<file path="src/design/psb_pkg.sv">
`default_nettype none
package psb_pkg;

  localparam logic [1:0] OP_START = 2'd0;
  localparam logic [1:0] OP_FRAME = 2'd1;
  localparam logic [1:0] OP_QUIET = 2'd2;

  localparam logic [7:0] MAGIC_BYTE = 8'hC0;
  localparam logic [7:0] RX_KIND_REQ = 8'h01;
  localparam logic [7:0] RX_KIND_ACK = 8'h02;
  localparam logic [3:0] MIN_LEN = 4'd5;

  localparam logic [1:0] TX_REQ = 2'd1;
  localparam logic [1:0] TX_ACK = 2'd2;

  localparam logic [1:0] ST_OK = 2'd0;
  localparam logic [1:0] ST_TIMEOUT = 2'd1;
  localparam logic [1:0] ST_MISMATCH = 2'd2;

  localparam logic OUT_BEACON = 1'b0;
  localparam logic OUT_STATUS = 1'b1;

  localparam logic [1:0] TRAIL_ACKS = 2'd3;

  localparam logic [1:0] CFG_OWN_INDEX = 2'd0;
  localparam logic [1:0] CFG_OWN_PHASE = 2'd1;
  localparam logic [1:0] CFG_WAIT_LIMIT = 2'd2;
  localparam logic [1:0] CFG_INTERVAL = 2'd3;

  localparam logic [15:0] RST_OWN_INDEX = 16'd0;
  localparam logic [7:0] RST_OWN_PHASE = 8'd0;
  localparam logic [31:0] RST_WAIT_LIMIT = 32'd10000;
  localparam logic [15:0] RST_INTERVAL = 16'd200;

  typedef enum logic [2:0] {
    CMD_REQ,
    CMD_TIMEOUT,
    CMD_MISMATCH,
    CMD_ACK3,
    CMD_ACK4
  } cmd_code_e;

  typedef struct packed {
    cmd_code_e code;
    logic [15:0] peer;
  } cmd_t;

  typedef struct packed {
    logic [15:0] own_index;
    logic [7:0] own_phase;
    logic [31:0] wait_limit;
    logic [15:0] interval;
  } cfg_t;

  typedef struct packed {
    logic out_kind;
    logic [1:0] tx_type;
    logic [7:0] tx_phase;
    logic [15:0] tx_index;
    logic [1:0] status;
    logic [15:0] peer_index;
    logic last;
  } res_t;

endpackage
`default_nettype wire

</file>
<file path="src/design/peer_sync_barrier_handshake.sv">
`default_nettype none
// Channel   Handshake             Payload
// in        in_valid_i/in_stall_o  op, rx_length, rx_magic, rx_kind, rx_phase, rx_index
// out       out_valid_o/out_stall_i out_kind, tx_type, tx_phase, tx_index, status,
//                                  peer_index, last
// cfg       cfg_valid_i/cfg_ready_o cfg_index_i, cfg_data_i
//
// An item is classified in the cycle it is taken and queued at that edge; its first beat
// is popped from the queue into the output register, one beat per cycle unless stalled.
// A completing item gives 4 or 5 beats, every other item 1 or none; the beat sequencer
// of the back end sets the sustained rate. Two decoded items queue between the halves.
// Reset loads register defaults and closes any wait. Output stall holds the beat;
// input stall rises only while the queue is full.
module peer_sync_barrier_handshake (
  input wire logic clk_i,
  input wire logic rst_ni,
  input wire logic cfg_valid_i,
  output logic cfg_ready_o,
  input wire logic [1:0] cfg_index_i,
  input wire logic [31:0] cfg_data_i,
  input wire logic in_valid_i,
  output logic in_stall_o,
  input wire logic [1:0] op_i,
  input wire logic [3:0] rx_length_i,
  input wire logic [7:0] rx_magic_i,
  input wire logic [7:0] rx_kind_i,
  input wire logic [7:0] rx_phase_i,
  input wire logic [15:0] rx_index_i,
  output logic out_valid_o,
  input wire logic out_stall_i,
  output logic out_kind_o,
  output logic [1:0] tx_type_o,
  output logic [7:0] tx_phase_o,
  output logic [15:0] tx_index_o,
  output logic [1:0] status_o,
  output logic [15:0] peer_index_o,
  output logic last_o
);
  import psb_pkg::*;

  cfg_t cfg_q;
  cmd_t push_cmd, pop_cmd;
  logic push, pop, full, empty;
  res_t res;

  assign cfg_ready_o = 1'b1;

  always_ff @(posedge clk_i or negedge rst_ni) begin
    if (!rst_ni) begin
      cfg_q.own_index <= RST_OWN_INDEX;
      cfg_q.own_phase <= RST_OWN_PHASE;
      cfg_q.wait_limit <= RST_WAIT_LIMIT;
      cfg_q.interval <= RST_INTERVAL;
    end else if (cfg_valid_i) begin
      unique case (cfg_index_i)
        CFG_OWN_INDEX: cfg_q.own_index <= cfg_data_i[15:0];
        CFG_OWN_PHASE: cfg_q.own_phase <= cfg_data_i[7:0];
        CFG_WAIT_LIMIT: cfg_q.wait_limit <= cfg_data_i;
        CFG_INTERVAL: cfg_q.interval <= cfg_data_i[15:0];
        default: cfg_q <= cfg_q;
      endcase
    end
  end

  psb_front u_front (
    .clk_i(clk_i),
    .rst_ni(rst_ni),
    .cfg_i(cfg_q),
    .in_valid_i(in_valid_i),
    .in_stall_o(in_stall_o),
    .op_i(op_i),
    .rx_length_i(rx_length_i),
    .rx_magic_i(rx_magic_i),
    .rx_kind_i(rx_kind_i),
    .rx_phase_i(rx_phase_i),
    .rx_index_i(rx_index_i),
    .push_o(push),
    .cmd_o(push_cmd),
    .full_i(full)
  );

  psb_queue u_queue (
    .clk_i(clk_i),
    .rst_ni(rst_ni),
    .push_i(push),
    .cmd_i(push_cmd),
    .full_o(full),
    .pop_i(pop),
    .cmd_o(pop_cmd),
    .empty_o(empty)
  );

  psb_back u_back (
    .clk_i(clk_i),
    .rst_ni(rst_ni),
    .cfg_i(cfg_q),
    .cmd_i(pop_cmd),
    .empty_i(empty),
    .pop_o(pop),
    .out_valid_o(out_valid_o),
    .out_stall_i(out_stall_i),
    .res_o(res)
  );

  assign out_kind_o = res.out_kind;
  assign tx_type_o = res.tx_type;
  assign tx_phase_o = res.tx_phase;
  assign tx_index_o = res.tx_index;
  assign status_o = res.status;
  assign peer_index_o = res.peer_index;
  assign last_o = res.last;

endmodule
`default_nettype wire

</file>
<file path="src/design/psb_front.sv">
`default_nettype none
module psb_front (
  input wire logic clk_i,
  input wire logic rst_ni,
  input wire psb_pkg::cfg_t cfg_i,
  input wire logic in_valid_i,
  output logic in_stall_o,
  input wire logic [1:0] op_i,
  input wire logic [3:0] rx_length_i,
  input wire logic [7:0] rx_magic_i,
  input wire logic [7:0] rx_kind_i,
  input wire logic [7:0] rx_phase_i,
  input wire logic [15:0] rx_index_i,
  output logic push_o,
  output psb_pkg::cmd_t cmd_o,
  input wire logic full_i
);
  import psb_pkg::*;

  logic waiting_q, waiting_d;
  logic [31:0] elapsed_q, elapsed_d;
  logic accept;
  logic frame_ok;
  logic [32:0] sum;
  logic [31:0] sat;

  assign in_stall_o = full_i;
  assign accept = in_valid_i && !full_i;

  assign frame_ok = (op_i == OP_FRAME) && (rx_length_i >= MIN_LEN) &&
                    (rx_magic_i == MAGIC_BYTE) && (rx_phase_i == cfg_i.own_phase);
  assign sum = {1'b0, elapsed_q} + {17'd0, cfg_i.interval};
  assign sat = sum[32] ? 32'hFFFF_FFFF : sum[31:0];

  always_comb begin
    waiting_d = waiting_q;
    elapsed_d = elapsed_q;
    push_o = 1'b0;
    cmd_o.code = CMD_REQ;
    cmd_o.peer = rx_index_i;
    if (accept) begin
      if (op_i == OP_START) begin
        elapsed_d = '0;
        push_o = 1'b1;
        if (cfg_i.wait_limit == 32'd0) begin
          waiting_d = 1'b0;
          cmd_o.code = CMD_TIMEOUT;
        end else begin
          waiting_d = 1'b1;
          cmd_o.code = CMD_REQ;
        end
      end else if (waiting_q && (op_i == OP_FRAME || op_i == OP_QUIET)) begin
        push_o = 1'b1;
        if (frame_ok && rx_index_i == cfg_i.own_index && rx_kind_i == RX_KIND_REQ) begin
          cmd_o.code = CMD_ACK4;
          waiting_d = 1'b0;
        end else if (frame_ok && rx_index_i == cfg_i.own_index &&
                     rx_kind_i == RX_KIND_ACK) begin
          cmd_o.code = CMD_ACK3;
          waiting_d = 1'b0;
        end else if (frame_ok && rx_index_i > cfg_i.own_index) begin
          cmd_o.code = CMD_MISMATCH;
          waiting_d = 1'b0;
        end else begin
          elapsed_d = sat;
          if (sat < cfg_i.wait_limit) begin
            cmd_o.code = CMD_REQ;
          end else begin
            cmd_o.code = CMD_TIMEOUT;
            waiting_d = 1'b0;
          end
        end
      end
    end
  end

  always_ff @(posedge clk_i or negedge rst_ni) begin
    if (!rst_ni) begin
      waiting_q <= 1'b0;
      elapsed_q <= '0;
    end else begin
      waiting_q <= waiting_d;
      elapsed_q <= elapsed_d;
    end
  end

endmodule
`default_nettype wire

</file>
<file path="src/design/psb_queue.sv">
`default_nettype none
module psb_queue (
  input wire logic clk_i,
  input wire logic rst_ni,
  input wire logic push_i,
  input wire psb_pkg::cmd_t cmd_i,
  output logic full_o,
  input wire logic pop_i,
  output psb_pkg::cmd_t cmd_o,
  output logic empty_o
);
  import psb_pkg::*;

  cmd_t mem_q [2];
  logic wr_ptr_q, rd_ptr_q;
  logic [1:0] cnt_q;

  assign full_o = (cnt_q == 2'd2);
  assign empty_o = (cnt_q == 2'd0);
  assign cmd_o = mem_q[rd_ptr_q];

  always_ff @(posedge clk_i) begin
    if (push_i) begin
      mem_q[wr_ptr_q] <= cmd_i;
    end
  end

  always_ff @(posedge clk_i or negedge rst_ni) begin
    if (!rst_ni) begin
      wr_ptr_q <= 1'b0;
      rd_ptr_q <= 1'b0;
      cnt_q <= 2'd0;
    end else begin
      if (push_i) begin
        wr_ptr_q <= ~wr_ptr_q;
      end
      if (pop_i) begin
        rd_ptr_q <= ~rd_ptr_q;
      end
      if (push_i && !pop_i) begin
        cnt_q <= cnt_q + 2'd1;
      end else if (pop_i && !push_i) begin
        cnt_q <= cnt_q - 2'd1;
      end
    end
  end

endmodule
`default_nettype wire

</file>
<file path="src/design/psb_back.sv">
`default_nettype none
module psb_back (
  input wire logic clk_i,
  input wire logic rst_ni,
  input wire psb_pkg::cfg_t cfg_i,
  input wire psb_pkg::cmd_t cmd_i,
  input wire logic empty_i,
  output logic pop_o,
  output logic out_valid_o,
  input wire logic out_stall_i,
  output psb_pkg::res_t res_o
);
  import psb_pkg::*;

  logic busy_q, busy_d;
  logic [1:0] acks_q, acks_d;
  logic valid_q, valid_d;
  res_t res_q, res_d;
  res_t beacon_ack, stat_ok;
  logic advance;

  assign advance = !valid_q || !out_stall_i;
  assign pop_o = advance && !busy_q && !empty_i;
  assign out_valid_o = valid_q;
  assign res_o = res_q;

  always_comb begin
    beacon_ack = '{out_kind: OUT_BEACON, tx_type: TX_ACK, tx_phase: cfg_i.own_phase,
                   tx_index: cfg_i.own_index, status: ST_OK, peer_index: 16'd0,
                   last: 1'b0};
    stat_ok = '{out_kind: OUT_STATUS, tx_type: 2'd0, tx_phase: 8'd0, tx_index: 16'd0,
                status: ST_OK, peer_index: 16'd0, last: 1'b1};
  end

  always_comb begin
    busy_d = busy_q;
    acks_d = acks_q;
    valid_d = valid_q;
    res_d = res_q;
    if (advance) begin
      valid_d = busy_q || !empty_i;
      if (busy_q) begin
        if (acks_q != 2'd0) begin
          res_d = beacon_ack;
          acks_d = acks_q - 2'd1;
        end else begin
          res_d = stat_ok;
          busy_d = 1'b0;
        end
      end else if (!empty_i) begin
        unique case (cmd_i.code)
          CMD_REQ: begin
            res_d = beacon_ack;
            res_d.tx_type = TX_REQ;
            res_d.last = 1'b1;
          end
          CMD_TIMEOUT: begin
            res_d = stat_ok;
            res_d.status = ST_TIMEOUT;
          end
          CMD_MISMATCH: begin
            res_d = stat_ok;
            res_d.status = ST_MISMATCH;
            res_d.peer_index = cmd_i.peer;
          end
          CMD_ACK3: begin
            res_d = beacon_ack;
            busy_d = 1'b1;
            acks_d = TRAIL_ACKS - 2'd1;
          end
          CMD_ACK4: begin
            res_d = beacon_ack;
            busy_d = 1'b1;
            acks_d = TRAIL_ACKS;
          end
          default: begin
            res_d = stat_ok;
          end
        endcase
      end
    end
  end

  always_ff @(posedge clk_i or negedge rst_ni) begin
    if (!rst_ni) begin
      busy_q <= 1'b0;
      acks_q <= 2'd0;
      valid_q <= 1'b0;
    end else begin
      busy_q <= busy_d;
      acks_q <= acks_d;
      valid_q <= valid_d;
    end
  end

  always_ff @(posedge clk_i) begin
    res_q <= res_d;
  end

endmodule
`default_nettype wire
</file>
<file path="config.mk">
export PLATFORM = sky130hd
export DESIGN_NAME = peer_sync_barrier_handshake
export DESIGN_NICKNAME = d
export VERILOG_FILES = /design/src/design/psb_pkg.sv /design/src/design/peer_sync_barrier_handshake.sv /design/src/design/psb_front.sv /design/src/design/psb_queue.sv /design/src/design/psb_back.sv
export SDC_FILE = /design/constraint.sdc
export NUM_CORES = 1
export LEC_CHECK = 0
export ABC_AREA = 1
export BUFFER_PORTS_ARGS = -buffer_cell sky130_fd_sc_hd__buf_2
export CORE_MARGIN = 5
export CORE_UTILIZATION = 46
export DETAILED_ROUTE_END_ITERATION = 16
export MAX_ROUTING_LAYER = met4
export PLACE_DENSITY = 0.68
export SYNTH_ARGS = -nofsm -noshare
export SYNTH_HDL_FRONTEND = slang
export SYNTH_HIERARCHICAL = 1
export SYNTH_SLANG_ARGS = --single-unit
</file>
<file path="constraint.sdc">
create_clock -name clk_i -period 3.7 [get_ports clk_i]
set_input_delay 0.185 -clock clk_i [delete_from_list [all_inputs] [get_ports clk_i]]
set_output_delay 0.185 -clock clk_i [all_outputs]
set_load 0.01 [all_outputs]
</file>
==> results.txt <==
status - finished, violations left
failing checks - setup timing
pin count of the biggest net entering global routing - 58
worst stage delay on the critical path - 0.53 ns
post-route cell area - 14000 sq um
Synth area leaders - dfrtp_1, edfxtp_1, nand2_1, ha_1, inv_1
dpl hpwl - 20200 um
GP Congestion - 0.931
Rows - 57
initial antenna violation count - 0
total clock sinks - 197
Syn Area/Cell - 8.84 sq um
commonest cells in the synthesized netlist - nand2_1, inv_1, dfrtp_1, nand3_1, edfxtp_1
Total Wirelength - 28800 um
placed cells - 1725
Post-DP Area - 12300 sq um
first-pass GRT wire length - 46900 um
vias - 9504
H-tree lvl count - 4
worst-path fanout max - 5
synthesized area - 11200 sq um
Post-DRT Antenna Nets - 0
Pwr per Cell Area - 661 nW/um^2
HP Class - input pin to flip-flop
slew margin rel. - 23.1%
CP startpoint kind - flip-flop
die area - 27500 sq um
NumNets Final - 1632
Setup Crit Path Kind - flip-flop to flip-flop
required time worst endpoint - 3.90 ns
synth unique cells - 61
fill count - 2046
clock root buffer - clkbuf_16
worst skew pair latency - 0.44 ns
FMAX - 0.255 GHz
pre-CTS WS - -0.249 ns
initial cell density of the core - 46.4%
peak supply drop - 0.352 mV
I/O pin total - 134
Core Area - 24100 sq um
remaining routing DRC violations - 0
# setup viols final - 3
Final Max Tran Viols - 0
crit path time final - 3.93 ns
number of vias per cell - 5.23
final hold violation count - 0
multi-input logic area - 5280 sq um
die width - 166 um
most used cell, CP - a21oi_2
Ys Warns - 6
Gate Count Post-Synth - 1265
layout cells sized above 1 - 28.3%
1st-iter DRT viols - 702
share of the synthesized area in the top cell type - 23.5%
Total GRT Usage - 21.2%
Finished Layout Cells - 1816
register bit total from synthesis - 197
clock edge transition at the registers on the reported setup and hold paths - 0.08 ns
worst-margin pin slew - 1.15 ns
Die H - 166 um
Max Cap Viol - 0
sequence of cells on the critical path - ha_4, buf_6, nand2_1, nor2_1, inv_1, nor3_2, a21oi_2, or2_4, nand3_1, nand3_2, ha_4, a21oi_2, o21ai_1, nand4_1, a21oi_2, or4_4, a21oi_2, buf_4, nand2_2, nand2_1, nand2_1, nand2_1, a21oi_2
Leak Pwr - 6.87 nW
most common cell in the netlist - nand2_1
vias in the first global route - 9389
Overflow after GRT - 0
post-synthesis async set-or-reset flop share - 57.4%
arrival time worst endpoint - 4.13 ns
CP max-delay cell - or4_4
RSZ-0062 raised after global routing - yes
IO Port Bufs - 132
Synth area leader - dfrtp_1
drt pass-1 iters - 6
WHS - 0.00919 ns
CTS Buf Count - 17
Final Total Pwr - 9.26 mW
fin crit share - 106%
sequential cell area - 5360 sq um
Main synth FF type - dfrtp_1
worst setup slack after layout - -0.228 ns
worst r2r path cells - 23
Post-synth EDFFs - 84
syn_nets - 1418
CP Capture Type - flip-flop
clk_skew - 0.0146 ns
DR WL/cell - 15.8 um
register area share after synthesis - 47.9%
area grow syn2layout - 25.3%
Max clock buf depth - 2
CTS tree - built
Diodes inserted - 0
worst hold stages - 3
## routing by layer
metal / vias up / GRT usage, % / share of wire, %
met1: 4480 / 26.5 / 43
met5: - / - / 0
met2: 318 / 34.4 / 49
met3: 72 / 4.71 / 6.0
li1: 4634 / - / -
met4: 0 / 6.78 / 2.5
## worst max-delay path: cells and delay by family (launching register included)
kind / cells / cell delay, ns
DFF: 1 / 0.43
adders and majority gates: 2 / 0.53
and+or+nand+nor: 12 / 1.83
buffers and inverters: 3 / 0.34
AOI/OAI and AO/OA: 6 / 0.58
## cell type report
class | instances | area share (%)
timing repair buffer | 255 | 11.9
clock inverter | 15 | 1.37
sequential | 197 | 38.3
clock buffer | 17 | 3.04
inverter | 178 | 4.84
tap | 324 | 2.89
multi-input combinational | 830 | 37.7
## timing repair
item	in CTS	in global routing
hold endpoints to repair	91	0
setup buffers	28	8
resized for setup	79	32
pin swaps	38	23
setup endpoints to repair	3	4
hold buffers	23	0
## flip-flops by register name, summed over array words and instances (netlist names)
name,count
cfg_q,72
u_back/res_o,46
u_queue/mem_q,38
u_front/elapsed_q,32
u_back/acks_q,2
u_queue/cnt_q,2
u_back/busy_q,1
u_back/out_valid_o,1
u_front/waiting_q,1
u_queue/rd_ptr_q,1
u_queue/wr_ptr_q,1
## path summary, 6_finish.rpt
check                                                   from                                end  slack [ns]
setup / recovery           u_front/elapsed_q[12]$_DFFE_PN0P_     u_queue/mem_q[1][16]$_DFFE_PP_       -0.23
hold / removal                                cfg_data_i[29]              cfg_q[45]$_DFFE_PN0P_       0.009
setup reg to reg           u_front/elapsed_q[12]$_DFFE_PN0P_     u_queue/mem_q[1][16]$_DFFE_PP_       -0.23
hold reg to reg                        cfg_q[46]$_DFFE_PN0P_              cfg_q[46]$_DFFE_PN0P_        0.47
max in group asynchronous                             rst_ni               cfg_q[7]$_DFFE_PN1P_        2.54
min in group asynchronous                             rst_ni  u_front/elapsed_q[28]$_DFFE_PN0P_        0.35
## logic make-up after synthesis
logic type               share of synthesized area (%)
XOR/XNOR                                         0.705
other                                           0.0335
adder cells (fa/ha/maj)                           7.67
buffers and inverters                             9.79
AO/OA/AOI/OAI                                     5.34
AND/OR/NAND/NOR                                   26.0
multiplexers                                      2.55
flip-flops                                        47.9
## stage by stage
step / util (%) / TNS [ns]
floorplan: - / 0
global placement: 51.1 / -0.297
detailed placement: 51.1 / -0.579
CTS: 57.4 / -0.0823
global route: 58.1 / -1.20
finish: 58.1 / -0.657
## power by group
part	switching, mW	leakage (nW)	total (mW)	internal (mW)
sequential	0.335	2.23	3.30	2.97
combinational	2.26	4.35	4.04	1.79
clock	0.928	0.299	1.91	0.984
total	3.52	6.87	9.26	5.74
## cells in the final DEF, fill, tap and decap left out, types with 3 or more instances in the layout
master,Yosys,routed
nor4_1,13,11
inv_1,171,169
nand3_4,0,4
nor2_2,5,8
nand2_1,310,297
nand4_1,72,72
nor3_1,16,14
a211oi_1,3,3
dlygate4sd3_1,0,23
dfstp_2,8,8
nand2_2,16,27
nor2_1,81,75
nor2_4,1,4
nand3_2,3,12
buf_4,20,96
edfxtp_1,84,84
dfrtp_1,105,104
clkbuf_16,0,17
inv_8,0,6
a21oi_2,0,13
nand3_1,94,81
a31oi_1,4,3
nand2_4,1,3
buf_2,22,131
mux2_4,19,19
or2_2,11,9
ha_4,0,16
a21oi_1,34,21
xor2_1,8,8
ha_1,67,49
o21ai_0,21,14
o21ai_1,13,18
inv_2,5,5
inv_6,1,3
o21a_1,5,4
buf_6,9,4
o21ai_4,1,3
clkinv_8,0,3
(Power assumes the default switching activity.)
